==> src/hdl/bed_pkg.sv <==
// ----------------------------------------------------------------------------
// Backslash escape decoder package
// Shared types and character constants for the escape decoder.
// ----------------------------------------------------------------------------
package bed_pkg;

  localparam int unsigned MAX_RES = 5;
  localparam int unsigned QDEPTH  = 2;

  localparam logic [7:0] ESC_CHAR = 8'h5C;
  localparam logic [7:0] CH_D     = 8'h64;
  localparam logic [7:0] CH_N     = 8'h6E;
  localparam logic [7:0] CH_T     = 8'h74;
  localparam logic [7:0] CH_R     = 8'h72;
  localparam logic [7:0] CH_ZERO  = 8'h30;
  localparam logic [7:0] CH_NINE  = 8'h39;
  localparam logic [7:0] CH_A     = 8'h61;
  localparam logic [7:0] CH_B     = 8'h62;
  localparam logic [7:0] CH_F     = 8'h66;
  localparam logic [7:0] CH_V     = 8'h76;

  localparam logic [7:0] CODE_LF  = 8'h0A;
  localparam logic [7:0] CODE_TAB = 8'h09;
  localparam logic [7:0] CODE_CR  = 8'h0D;
  localparam logic [7:0] CODE_NUL = 8'h00;
  localparam logic [7:0] CODE_BEL = 8'h07;
  localparam logic [7:0] CODE_BS  = 8'h08;
  localparam logic [7:0] CODE_FF  = 8'h0C;
  localparam logic [7:0] CODE_VT  = 8'h0B;

  localparam logic [9:0] BYTE_MAX = 10'd255;

  // Pending escape depth codes.
  localparam logic [2:0] PEND_NONE = 3'd0;
  localparam logic [2:0] PEND_ESC  = 3'd1;
  localparam logic [2:0] PEND_D    = 3'd2;
  localparam logic [2:0] PEND_DIG1 = 3'd3;
  localparam logic [2:0] PEND_DIG2 = 3'd4;

  typedef struct packed {
    logic [MAX_RES-1:0][7:0] bytes;
    logic [2:0]              cnt;
    logic                    last;
  } job_t;

endpackage

==> src/hdl/bed_front.sv <==
// ----------------------------------------------------------------------------
// Escape decoder front end
// Accepts raw bytes, tracks the pending escape and builds one job of up to
// five output bytes per accepted byte.
// ----------------------------------------------------------------------------
module bed_front import bed_pkg::*; (
  input  logic       clk_i,
  input  logic       rst_ni,
  input  logic       s_valid_i,
  output logic       s_ready_o,
  input  logic [7:0] s_byte_i,
  input  logic       s_last_i,
  input  logic       q_ready_i,
  output logic       push_o,
  output job_t       job_o
);

  logic [2:0] cnt_q, cnt_d, cnt_nx;
  logic [7:0] dig2_q, dig2_d, dig3_q, dig3_d;
  logic       accept;
  logic       b_dec, simp_v, emit_v, fresh;
  logic [7:0] simp_c, emit_b;
  logic [9:0] val;
  logic [2:0] fc, nc, k;
  logic [3:0][7:0] fl, nfl;

  assign s_ready_o = q_ready_i;
  assign accept    = s_valid_i && s_ready_o;
  assign b_dec     = (s_byte_i >= CH_ZERO) && (s_byte_i <= CH_NINE);
  assign val       = 10'(dig2_q[3:0]) * 10'd100 + 10'(dig3_q[3:0]) * 10'd10
                   + 10'(s_byte_i[3:0]);

  always_comb begin
    simp_v = 1'b1;
    simp_c = CODE_NUL;
    case (s_byte_i)
      CH_N:     simp_c = CODE_LF;
      CH_T:     simp_c = CODE_TAB;
      CH_R:     simp_c = CODE_CR;
      CH_ZERO:  simp_c = CODE_NUL;
      CH_A:     simp_c = CODE_BEL;
      CH_B:     simp_c = CODE_BS;
      CH_F:     simp_c = CODE_FF;
      CH_V:     simp_c = CODE_VT;
      ESC_CHAR: simp_c = ESC_CHAR;
      default:  simp_v = 1'b0;
    endcase
  end

  always_comb begin
    cnt_d  = cnt_q;
    dig2_d = dig2_q;
    dig3_d = dig3_q;
    fc     = PEND_NONE;
    emit_v = 1'b0;
    emit_b = s_byte_i;
    fresh  = 1'b0;
    case (cnt_q)
      PEND_NONE: fresh = 1'b1;
      PEND_ESC: begin
        if (simp_v) begin
          emit_v = 1'b1;
          emit_b = simp_c;
          cnt_d  = PEND_NONE;
        end else if (s_byte_i == CH_D) begin
          cnt_d = PEND_D;
        end else begin
          fc    = cnt_q;
          fresh = 1'b1;
        end
      end
      PEND_D: begin
        if (b_dec) begin
          dig2_d = s_byte_i;
          cnt_d  = PEND_DIG1;
        end else begin
          fc    = cnt_q;
          fresh = 1'b1;
        end
      end
      PEND_DIG1: begin
        if (b_dec) begin
          dig3_d = s_byte_i;
          cnt_d  = PEND_DIG2;
        end else begin
          fc    = cnt_q;
          fresh = 1'b1;
        end
      end
      PEND_DIG2: begin
        if (b_dec && (val <= BYTE_MAX)) begin
          emit_v = 1'b1;
          emit_b = val[7:0];
          cnt_d  = PEND_NONE;
        end else begin
          fc    = cnt_q;
          fresh = 1'b1;
        end
      end
      default: fresh = 1'b1;
    endcase
    if (fresh) begin
      if (s_byte_i == ESC_CHAR) begin
        cnt_d = PEND_ESC;
      end else begin
        emit_v = 1'b1;
        emit_b = s_byte_i;
        cnt_d  = PEND_NONE;
      end
    end
  end

  assign fl     = {dig3_q, dig2_q, CH_D, ESC_CHAR};
  assign nfl    = {dig3_d, dig2_d, CH_D, ESC_CHAR};
  assign nc     = s_last_i ? cnt_d : PEND_NONE;
  assign cnt_nx = s_last_i ? PEND_NONE : cnt_d;

  always_comb begin
    job_o.bytes = '0;
    k           = '0;
    for (int i = 0; i < MAX_RES; i++) begin
      k = 3'(i) - fc - {2'b00, emit_v};
      if (3'(i) < fc) begin
        job_o.bytes[i] = fl[2'(i)];
      end else if (emit_v && (3'(i) == fc)) begin
        job_o.bytes[i] = emit_b;
      end else begin
        job_o.bytes[i] = nfl[k[1:0]];
      end
    end
    job_o.cnt  = fc + {2'b00, emit_v} + nc;
    job_o.last = s_last_i;
  end

  assign push_o = accept && (job_o.cnt != 3'd0);

  always_ff @(posedge clk_i or negedge rst_ni) begin
    if (!rst_ni) begin
      cnt_q <= PEND_NONE;
    end else if (accept) begin
      cnt_q <= cnt_nx;
    end
  end

  always_ff @(posedge clk_i) begin
    if (accept) begin
      dig2_q <= dig2_d;
      dig3_q <= dig3_d;
    end
  end

  a_cnt_range: assert property (@(posedge clk_i) disable iff (!rst_ni)
    cnt_q <= PEND_DIG2)
    else $error("pending count out of range");
  a_last_clears: assert property (@(posedge clk_i) disable iff (!rst_ni)
    accept && s_last_i |=> cnt_q == PEND_NONE)
    else $error("pending bytes left after last transfer");
  a_last_emits: assert property (@(posedge clk_i) disable iff (!rst_ni)
    accept && s_last_i |-> push_o)
    else $error("last transfer produced no output");

endmodule

==> src/hdl/bed_queue.sv <==
// ----------------------------------------------------------------------------
// Escape decoder job queue
// Two-entry queue of decoded jobs between the front end and the back end.
// ----------------------------------------------------------------------------
module bed_queue import bed_pkg::*; (
  input  logic clk_i,
  input  logic rst_ni,
  input  logic push_i,
  input  job_t job_i,
  output logic ready_o,
  input  logic pop_i,
  output logic valid_o,
  output job_t head_o
);

  logic [1:0] cnt_q, cnt_d;
  logic       wp_q, rp_q;
  job_t       mem_q [QDEPTH];
  logic       do_push, do_pop;

  assign ready_o = (cnt_q != 2'(QDEPTH));
  assign valid_o = (cnt_q != 2'd0);
  assign head_o  = mem_q[rp_q];
  assign do_push = push_i && ready_o;
  assign do_pop  = pop_i && valid_o;

  always_comb begin
    cnt_d = cnt_q;
    if (do_push && !do_pop) begin
      cnt_d = cnt_q + 2'd1;
    end else if (do_pop && !do_push) begin
      cnt_d = cnt_q - 2'd1;
    end
  end

  always_ff @(posedge clk_i or negedge rst_ni) begin
    if (!rst_ni) begin
      cnt_q <= 2'd0;
      wp_q  <= 1'b0;
      rp_q  <= 1'b0;
    end else begin
      cnt_q <= cnt_d;
      if (do_push) begin
        wp_q <= ~wp_q;
      end
      if (do_pop) begin
        rp_q <= ~rp_q;
      end
    end
  end

  always_ff @(posedge clk_i) begin
    if (do_push) begin
      mem_q[wp_q] <= job_i;
    end
  end

  a_no_overflow: assert property (@(posedge clk_i) disable iff (!rst_ni)
    cnt_q <= 2'(QDEPTH))
    else $error("job queue overflow");

endmodule

==> src/hdl/bed_back.sv <==
// ----------------------------------------------------------------------------
// Escape decoder back end
// Walks the bytes of the head job and sends them one per cycle, while the
// output is not stalled, through an output register.
// ----------------------------------------------------------------------------
module bed_back import bed_pkg::*; (
  input  logic       clk_i,
  input  logic       rst_ni,
  input  logic       hvalid_i,
  input  job_t       head_i,
  output logic       pop_o,
  output logic       m_valid_o,
  input  logic       m_ready_i,
  output logic [7:0] m_byte_o,
  output logic       m_last_o
);

  logic [2:0] idx_q, idx_d;
  logic       ovalid_q, ovalid_d;
  logic [7:0] obyte_q;
  logic       olast_q;
  logic       out_free, load, end_job;

  assign out_free = !ovalid_q || m_ready_i;
  assign load     = hvalid_i && out_free;
  assign end_job  = (idx_q == head_i.cnt - 3'd1);
  assign pop_o    = load && end_job;

  always_comb begin
    idx_d    = idx_q;
    ovalid_d = ovalid_q;
    if (load) begin
      idx_d    = end_job ? 3'd0 : idx_q + 3'd1;
      ovalid_d = 1'b1;
    end else if (m_ready_i) begin
      ovalid_d = 1'b0;
    end
  end

  always_ff @(posedge clk_i or negedge rst_ni) begin
    if (!rst_ni) begin
      idx_q    <= 3'd0;
      ovalid_q <= 1'b0;
    end else begin
      idx_q    <= idx_d;
      ovalid_q <= ovalid_d;
    end
  end

  always_ff @(posedge clk_i) begin
    if (load) begin
      obyte_q <= head_i.bytes[idx_q];
      olast_q <= head_i.last && end_job;
    end
  end

  assign m_valid_o = ovalid_q;
  assign m_byte_o  = obyte_q;
  assign m_last_o  = olast_q;

  a_idx_in_job: assert property (@(posedge clk_i) disable iff (!rst_ni)
    hvalid_i |-> idx_q < head_i.cnt)
    else $error("byte index beyond job length");
  a_idx_idle: assert property (@(posedge clk_i) disable iff (!rst_ni)
    !hvalid_i |-> idx_q == 3'd0)
    else $error("byte index not cleared between jobs");

endmodule

==> src/hdl/backslash_escape_decoder.sv <==
// The first byte that an input transfer releases passes through the job queue and then
// the single output register of the back end before it is valid on the output.
// Output bytes leave at one per cycle while the output is not stalled; an input byte
// releases up to five bytes, and a new input byte is accepted while the job queue has
// room, so the input stalls only when the queue is full.
// Reset clears the pending escape, the job queue and the output valid.
// ----------------------------------------------------------------------------
// Backslash escape decoder
// Decodes a byte stream with backslash escapes into raw bytes.
// ----------------------------------------------------------------------------
module backslash_escape_decoder import bed_pkg::*; (
  input  logic       clk_i,
  input  logic       rst_ni,
  input  logic       s_axis_tvalid_i,
  output logic       s_axis_tready_o,
  input  logic [7:0] s_axis_tdata_i,   // [7:0] in_byte
  input  logic       s_axis_tlast_i,
  output logic       m_axis_tvalid_o,
  input  logic       m_axis_tready_i,
  output logic [7:0] m_axis_tdata_o,   // [7:0] out_byte
  output logic       m_axis_tlast_o
);

  logic push, q_ready, pop, hvalid;
  job_t job, head;

  bed_front u_front (
    .clk_i     (clk_i),
    .rst_ni    (rst_ni),
    .s_valid_i (s_axis_tvalid_i),
    .s_ready_o (s_axis_tready_o),
    .s_byte_i  (s_axis_tdata_i),
    .s_last_i  (s_axis_tlast_i),
    .q_ready_i (q_ready),
    .push_o    (push),
    .job_o     (job)
  );

  bed_queue u_queue (
    .clk_i   (clk_i),
    .rst_ni  (rst_ni),
    .push_i  (push),
    .job_i   (job),
    .ready_o (q_ready),
    .pop_i   (pop),
    .valid_o (hvalid),
    .head_o  (head)
  );

  bed_back u_back (
    .clk_i     (clk_i),
    .rst_ni    (rst_ni),
    .hvalid_i  (hvalid),
    .head_i    (head),
    .pop_o     (pop),
    .m_valid_o (m_axis_tvalid_o),
    .m_ready_i (m_axis_tready_i),
    .m_byte_o  (m_axis_tdata_o),
    .m_last_o  (m_axis_tlast_o)
  );

endmodule
==> config.mk <==
export PLATFORM = sky130hd
export DESIGN_NAME = backslash_escape_decoder
export DESIGN_NICKNAME = d
export VERILOG_FILES = /design/src/hdl/bed_pkg.sv /design/src/hdl/bed_front.sv /design/src/hdl/bed_queue.sv /design/src/hdl/bed_back.sv /design/src/hdl/backslash_escape_decoder.sv
export SDC_FILE = /design/constraint.sdc
export NUM_CORES = 1
export LEC_CHECK = 0
export CORE_MARGIN = 5
export CORE_UTILIZATION = 45
export CTS_BUF_LIST = sky130_fd_sc_hd__clkbuf_4
export DETAILED_ROUTE_END_ITERATION = 8
export DONT_BUFFER_PORTS = 1
export GPL_ROUTABILITY_DRIVEN = 0
export MAX_ROUTING_LAYER = met4
export SYNTH_ARGS = -nofsm -noshare
export SYNTH_HDL_FRONTEND = slang
export SYNTH_SLANG_ARGS = --single-unit
==> constraint.sdc <==
create_clock -name clk_i -period 12.3 [get_ports clk_i]
set_input_delay 1.845 -clock clk_i [delete_from_list [all_inputs] [get_ports clk_i]]
set_output_delay 1.845 -clock clk_i [all_outputs]
set_load 0.005 [all_outputs]
== Word level (Yosys, flattened, before mapping) ==
Memory sizes are Yosys's and may differ from the RTL's.
Cells that the tools add are included.
Word-level totals
  word-level logic and storage cells: 158
  bits of input ports: 13
  RAM bits: 88
  flip-flop bits (word level): 36
  memories kept: 1
  output and inout bits: 11
Memory list
  u_queue.mem_q: depth 2, bits a word 44, rd ports 1, clocked after Yosys merged registers in 0, wr ports 1, line bed_queue.sv:18  | job_t mem_q [QDEPTH];
Cells by class
  multipliers: 2
  bitwise gates (word level): 2
  order comparisons: 14
  multiplexer cells: 64
  add/subtract/negate cells: 18
  eq/ne operators: 20
  reduce and logical (&&, ||, !) cells: 27
Operator list (number)
  $mux W8: 24
  $bmux W8 S2: 5
  $eq A8 B7 Y1 const B: 9
  $pmux W7 S8: 1
  $mux W3: 12
  $bmux W8 S3: 1
  $logic_and A1 B1 Y1: 16
  $pmux W8 S2: 1
  $lt A2 B3 Y1 const B: 5
  $mux W1: 14
  $pmux W3 S4: 1
  $add A10 B4 Y10: 1
  $add A10 B8 Y10: 1
  $le A10 B8 Y1 const B: 1
  $sub A2 B1 Y2: 5
  $pmux W3 S3: 1
  $reduce_or A9 Y1: 1
  $eq A8 B6 Y1 const B: 1
  $ge A8 B6 Y1 const B: 1
  $le A8 B6 Y1 const B: 1
  $mul A4 B5 Y8 const B: 1
  $mul A4 B3 Y7 const B: 1
  $eq A2 B3 Y1 const A: 2
  $eq A3 B2 Y1 const B: 2
  other kinds (28): 39

== Longest topological paths before layout ==
Gate-level depths: netlist (run 1).
  depth after elaboration: 18
  gate-level depth with buffers: 24
  depth with buffers taken out: 24

== Modules after synthesis ==
Synthesis (run 1) repeated with hierarchy kept, for this count alone.
Second synthesis, totals
  cells, all modules: 641
  area total of the unflattened synthesis: 7631.1 µm²
By module, submodules not included
  bed_queue: times used 1, area each 3569.7 µm², cells an instance 155
  bed_front: times used 1, area each 3196.8 µm², cells an instance 412
  bed_back: times used 1, area each 864.6 µm², cells an instance 74

== Worst setup path after synthesis (run 1) ==
OpenSTA, ideal clock, no wires.
  path kind: in2reg
  from: input s_axis_tdata_i[3]
  to: memory u_queue.mem_q[0][0] (netlist bit) (enable)
  library setup time: 0.451 ns
  arrival: 7.685 ns
  buffers on the path: 1
  required time: 11.849 ns
  path slack: 4.164 ns
  stages: 19
  cells stage by stage: buf_2 inv_1 fa_1 inv_1 fa_1 a211oi_1 nor2_1 mux2i_1 o2111a_1 a31oi_1 o21a_1 nand2_1 fa_1 inv_1 fa_1 xnor2_1 xnor2_1 o31a_1 nor2b_1
RTL lines
  start, declared: line backslash_escape_decoder.sv:16  | input logic [7:0] s_axis_tdata_i,
  end, declared: line bed_queue.sv:18

==> results.md, run 1 <==
- Slew Viols, Final: 0
- Drt wl/cell: between 20 and 25 µm
- Final layout net count: ~630
- Chip Height: roughly 140 µm
- Worst setup EP type: flip-flop
- Ys flop type: edfxtp_1
- Pwr Density: about 200 nW/µm²
- P_sw: 0.584 mW
- CP Launch Type: input port
- Area delta synth->final: 6.46%
- Distinct cells, synth: 78
- Worst hold path class: flip-flop to flip-flop
- Simple-Gate Fraction of Synth Area: 0.112
- Compound-gate portion of the synthesized area: 0.127
- Tcrit/Tclk final: 0.544
- LEAKAGE: ~2.8 nW
- Logic pwr share: 0.384
- Finished Core Util: 0.488
- Largest net degree at the start of global routing: 45
- Synth Warn #: 0
- Status: complete, no violations
- Die ar.: about 19000 µm²
- Max-cap violation count: 0
- Synthesized flop and latch total: between 100 and 150
- Final Setup Violations: 0
- Number of synthesized flops with an enable pin: roughly 110
- First-pass GRT wire length: between 20000 and 30000 µm
- Grt ovf: 0
- DP Wirelength: between 10000 and 15000 µm
- H-tree Lvls: 4
- Worst flop-to-flop path startpoint: u_front.dig3_q[1]
- Worst r2r path cells: 18
- Area of the core: around 16000 µm²
- Sw Share: 0.371
- Hold Path End: u_queue.cnt_q[1]
- Vias per std cell: between 5 and 6
- Register area share after synthesis: 0.505
- RSZ-0062 raised after global routing: no
- DRC viols: 0
- Hold_buf cts: 0
- P_int: 0.988 mW
- Overall routed net length: 16500 µm
- Share of cells above drive strength 1: 0.141
- Starting Density: 0.459
- R2R setup slack: a little under 6000 ps
- Final Cell Area: roughly 7700 µm²
- CTS tree: built
- Crit path max fanout: 44
- WP data required: approximately 12000 ps
- Fmax: between 100 and 150 MHz
- Fin Setup TNS: 0 ps
- VDD IR max: ~0.19 mV
- Setup bufs post-CTS: 0
- Vias in the first global route: between 4000 and 5000
- Tot GR Track Use: 0.194
- TritonCTS Buffers: 17
- Power share of the clock group: 0.177
- Synth Instances: just under 600
- Period minus WS final: 6690 ps
- Clk_skew: ~17 ps
- Later-pin clock latency in the skew report: roughly 500 ps
- Min-Delay Path Depth: 1
- Post-DRT Antenna Nets: 0
- Input/output buffers: 0
- Sequential Power Share: 0.439
- Deepest clock path buffer count: 2
- Main combinational cell family by area after synthesis: compound AO/OA/AOI/OAI gates
- Mapped Nets: approximately 640
- Multiplexer area fraction after synthesis: 0.122
- FP Rows: 46
- Crit Path Category: input port to flip-flop
- Clock-pin slew on the worst setup and hold paths: around 110 ps
- Post-Synth XOR/XNOR Area: 0.0357
- Hold_sp: u_queue.cnt_q[1]
- Detailed-route via count: 4827
- # IOs: 24
- Placed Instance Area: approximately 7400 µm²
- Initial antenna violation count: 1
- CTS sink cnt: roughly 120
- Drt pass-1 iters: 5
- Post-Synth Adder-Cell Area: 0.0676
- Post-synthesis cell area: between 7000 and 8000 µm²
- Clock root cell: clkbuf_4
- Syn avg cell area: around 12 µm²
- Die W: around 140 µm
- Async set-reset flop share out of synthesis: 0.0887
- Post-cts resize count: 0
- 1st-iter DRT viols: between 300 and 400
- Reg-to-Reg End: u_queue.mem_q[1][12]
- Worst Max-Slew Pin Slew: approximately 1300 ps
- Relative slew slack: 0.157
- Final Hold Viols: 0
- WP data arrival: slightly below 7000 ps
-- flip-flops by register name, summed over array words and instances, names as in the netlist --
register          cells
u_back.m_byte_o       8
u_back.idx_q          3
u_front.dig2_q        8
u_front.cnt_q         3
u_queue.rp_q          1
u_back.m_last_o       1
u_queue.mem_q        88
u_queue.wp_q          1
u_back.m_valid_o      1
u_front.dig3_q        8
u_queue.cnt_q         2
-- per-stage QoR --
| step | total power [mW] | std cells | setup WS (ps) | hold slack (ps) |
|---|---|---|---|---|
| global placement | 1.29 | 780 | 5260 | 511 |
| CTS | 1.59 | 812 | 5660 | 535 |
| global route | 1.69 | 814 | 5270 | 550 |
| detailed placement | 1.31 | 780 | 5110 | 518 |
| finish | 1.57 | 814 | 5610 | 541 |
| floorplan | 1.16 | 587 | 4160 | 455 |
-- worst max-delay path: stages --
cell      delay [ps]
fa_1             470
ha_1             250
fa_1             430
a211oi_1         250
nor2_1           100
mux2i_1          240
o2111a_1         370
a22oi_1          260
a21oi_1          410
nand3_1          180
fa_1             450
xnor2_1          190
xnor2_1          170
o31a_1           240
and2_2           880
-- cell type report --
class | count | area, µm²
Multi-Input combinational cell | 411 | 3380
Clock inverter | 13 | 143
Clock buffer | 19 | 143
Fill cell | 1418 | 8100
Antenna cell | 2 | 5.00
Tap cell | 216 | 270
Inverter | 27 | 101
Timing Repair Buffer | 2 | 15.0
Sequential cell | 124 | 3670
-- power groups by stage --
stage	sequential [mW]	combinational (mW)	clock, mW
2_1_floorplan	0.637	0.518	0
3_3_place_gp	0.701	0.592	0
3_5_place_dp	0.705	0.603	0
4_1_cts	0.695	0.607	0.288
5_1_grt	0.707	0.677	0.307
6_report	0.689	0.604	0.279
-- logic make-up (layout without fill, tap and decap cells) --
group / count (synthesis) / count (layout)
AOI/OAI and AO/OA: 130 / 130
xor gates and xnor gates: 27 / 27
adders and majority gates: 35 / 35
buffers and inverters: 52 / 61
DFF: 124 / 124
muxes: 65 / 65
other: 0 / 2
and+or+nand+nor: 154 / 154
-- worst max path at each step --
stage                            startpoint                   end  cells after the start  slack (ps)
after floorplan           s_axis_tdata_i[3]   u_queue.mem_q[0][0]                     19        4160
after detailed placement  s_axis_tdata_i[3]  u_queue.mem_q[1][35]                     16        5110
after global placement    s_axis_tdata_i[3]  u_queue.mem_q[1][35]                     16        5260
final                     s_axis_tdata_i[2]  u_queue.mem_q[1][12]                     15        5610
after global routing      s_axis_tdata_i[3]  u_queue.mem_q[1][12]                     16        5270
after CTS                 s_axis_tdata_i[2]  u_queue.mem_q[1][16]                     15        5660
-- cell usage after synthesis (10+ instances only) --
master    count  area share
edfxtp_1    113        0.47
nand2_1      43       0.022
mux2i_1      36       0.050
a21oi_1      30       0.021
ha_1         28       0.048
nor2_1       27       0.014
o21ai_0      25       0.017
inv_1        24       0.012
mux4_2       16       0.050
nor3_1       15       0.010
a31oi_1      13       0.011
clkbuf_1     12      0.0062
o22ai_1      12       0.010
xnor2_1      12       0.014
xor2_1       12       0.014
dfrtp_1      11       0.038
a211oi_1     10       0.010
nor2b_1      10      0.0086
-- cell usage in the layout (no fill, tap or decap), types with 16 or more instances in the layout --
cell type | Yosys | final
edfxtp_1 | 113 | 113
nand2_1 | 43 | 43
mux2i_1 | 36 | 36
a21oi_1 | 30 | 30
ha_1 | 28 | 28
nor2_1 | 27 | 27
o21ai_0 | 25 | 25
inv_1 | 24 | 24
clkbuf_4 | 0 | 19
mux4_2 | 16 | 16
-- layer usage --
| metal | up-vias | part of all wire | track usage |
|---|---|---|---|
| met5 | - | 0 | - |
| met4 | 0 | 0.026 | 0.0671 |
| met3 | 32 | 0.050 | 0.0408 |
| met2 | 154 | 0.48 | 0.302 |
| met1 | 2375 | 0.44 | 0.252 |
| li1 | 2266 | - | - |
Note: power is estimated with default switching activity, not from simulation.
==> run 2: changes to the inputs <==
- clock period: 12.3 -> 6 ns (I/O delays scaled with it)
==> results.md, run 2 (synthesis results as in run 1) <==
- Status: complete, no violations
- Clock-pin slew on the worst setup and hold paths: 140 ps (+30 ps)
- Final Cell Area: 7870 µm² (+1.9%)
- 1st-iter DRT viols: 429 (+23%)
- Tot GR Track Use: 0.194 (about the same)
- Chip Height: 137 µm (unchanged)
- Post-DRT Antenna Nets: 0 (unchanged)
- Placed Instance Area: 7520 µm² (+1.1%)
- Drt wl/cell: 20.5 µm (+1.2%)
- Later-pin clock latency in the skew report: 510 ps (about the same)
- Final Setup Violations: 0 (unchanged)
- Initial antenna violation count: 1 (unchanged)
- CTS tree: built
- Worst r2r path cells: 21 (+3)
- Crit path max-delay family: adder cells
- Logic pwr share: 0.393 (+0.009)
- P_int: 2.04 mW (+110%)
- Max-cap violation count: 0 (unchanged)
- First-pass GRT wire length: 26600 µm (about the same)
- Period minus WS final: roughly 5800 ps
- Final layout net count: 644 (+2.1%)
- VDD IR max: 0.556 mV (+190%)
- Largest register by flop count: u_queue.mem_q
- Worst path bufs/invs: 2 (+2)
- Detailed-route via count: 4876 (+1.0%)
- Die ar.: 18800 µm² (unchanged)
- Share of cells above drive strength 1: 0.159 (+0.0183)
- Filler instances: 1382 (-2.5%)
- Crit-path slowest cell: edfxtp_1
- Area of the core: 15800 µm² (unchanged)
- P_sw: 1.21 mW (+110%)
- Largest stage delay, worst path: 470 ps (-410 ps)
- Crit Path Category: flip-flop to flip-flop
- TritonCTS Buffers: 17 (unchanged)
- Die W: 137 µm (unchanged)
- Tcrit/Tclk final: 0.961
- Finished Core Util: 0.497 (+0.00917)
- Clock root cell: clkbuf_4
- Slew Viols, Final: 0 (unchanged)
- CTS sink cnt: 124 (unchanged)
- Area delta synth->final: 8.46%
- Hold WS: 82.8 ps (-458 ps)
- Worst flop-to-flop path startpoint: u_front.dig3_q[3]
- Worst hold path class: input port to async pin
- Clk_skew: 31.5 ps (+14.3 ps)
- DRC viols: 0 (unchanged)
- Vias per std cell: 5.90 (-0.45%)
- CP Launch Type: flip-flop
- Power share of the clock group: 0.175 (-0.002)
- Pwr Density: 413 nW/µm² (+100%)
- Final Hold Viols: 0 (unchanged)
- Crit path max fanout: 22 (-50%)
- DP Wirelength: 12600 µm (+1.9%)
- H-tree Lvls: 4 (unchanged)
- # IOs: 24 (unchanged)
- Drt pass-1 iters: 7 (+2)
- Overall routed net length: 17000 µm (+2.7%)
- Reg-to-Reg End: u_queue.mem_q[0][2]
- Worst Max-Slew Pin Slew: 932 ps (-320 ps)
- Commonest non-fill, non-tap cell in the layout: edfxtp_1
- R2R setup slack: 230 ps (-5670 ps)
- Sw Share: 0.372 (+0.000776)
- Deepest clock path buffer count: 2 (unchanged)
- LEAKAGE: 2.82 nW (+1.8%)
- Largest register FFs: 88 (unchanged)
- Input/output buffers: 0 (unchanged)
- WP data required: 6210 ps (-6210 ps)
- Fmax: roughly 170 MHz
- Relative slew slack: 0.379 (+0.221)
- Starting Density: 0.459 (unchanged)
- Critical Path, Cell by Cell: ha_1 -> ha_1 -> fa_1 -> xor2_1 -> ha_1 -> ha_1 -> o21ai_0 -> nor2_1 -> mux2i_1 -> o2111a_2 -> a31oi_1 -> o21a_1 -> nand2_1 -> fa_1 -> inv_1 -> fa_1 -> xnor2_1 -> xnor2_1 -> o31a_1 -> nor2b_4 -> clkbuf_16
- Most frequent cells in the layout: 113 x edfxtp_1, 43 x nand2_1, 36 x mux2i_1
- FP Rows: 46 (unchanged)
- Grt ovf: 0 (unchanged)
- Worst setup EP type: flip-flop
- WP data arrival: 5980 ps (-830 ps)
- Sequential Power Share: 0.432 (-0.007)
- CP most frequent cell: ha_1
- Largest net degree at the start of global routing: 45 (unchanged)
- Vias in the first global route: 4730 (+0.57%)
run 2: layer usage:
metal,vias up,track usage,share of wire
met5,-,-,0
met4,0,0.0621,0.025
met3,25,0.0412,0.053
met2,154,0.301,0.48
met1,2414,0.256,0.44
li1,2283,-,-
run 2: repair_timing:
item                       4_1_cts  5_1_grt
hold buffers                     0        1
setup endpoints to repair        0       90
gates resized for setup          0        3
hold endpoints to repair         0        6
buffers inserted                 0        3
run 2: power groups by stage:
stage	clock network [mW]	registers, mW	logic [mW]
2_1_floorplan	0	1.30	1.07
3_3_place_gp	0	1.43	1.23
3_5_place_dp	0	1.44	1.26
4_1_cts	0.586	1.42	1.27
5_1_grt	0.631	1.44	1.41
6_report	0.569	1.41	1.28
run 2: how the worst max path moves through the flow:
stage / from / end / slack, ps / depth (start not counted)
final: u_front.dig3_q[3] / u_queue.mem_q[0][2] / 230 / 21
after detailed placement: u_front.dig3_q[3] / u_queue.mem_q[0][21] / 310 / 21
after global routing: u_front.dig3_q[1] / u_queue.mem_q[0][3] / -50 / 21
after global placement: u_front.dig3_q[1] / u_queue.mem_q[0][5] / 420 / 21
after floorplan: s_axis_tdata_i[3] / u_queue.mem_q[0][0] / 120 / 19
after CTS: u_front.dig3_q[3] / u_queue.mem_q[0][32] / 230 / 21
run 2: worst reg2reg max path: cells and delay by family (launching register included):
family                   cells  cell delay [ps]
adder cells (fa/ha/maj)      7             2100
XOR/XNOR                     3              540
buffers and inverters        2              300
flip-flops                   1              470
AND/OR/NAND/NOR              3              600
AO/OA/AOI/OAI                5             1140
multiplexers                 1              300
run 2: per-stage QoR:
step | instances | power, mW | setup WS (ps) | setup TNS, ps
after detailed placement | 788 | 2.70 | 308 | 0
after global routing | 826 | 3.48 | -52.2 | -1720
after floorplan | 587 | 2.37 | 116 | 0
final | 826 | 3.25 | 231 | 0
after CTS | 820 | 3.28 | 231 | 0
after global placement | 788 | 2.66 | 422 | 0
run 2: final cells by class:
| cell class | count | area, µm² | area share |
|---|---|---|---|
| Antenna cell | 1 | 2.50 | 0.000318 |
| Clock buffer | 18 | 135 | 0.0172 |
| Clock inverter | 14 | 145 | 0.0184 |
| Inverter | 27 | 105 | 0.0134 |
| Multi-Input combinational cell | 411 | 3390 | 0.430 |
| Sequential cell | 124 | 3670 | 0.466 |
| Tap cell | 216 | 270 | 0.0343 |
| Timing Repair Buffer | 15 | 158 | 0.0200 |
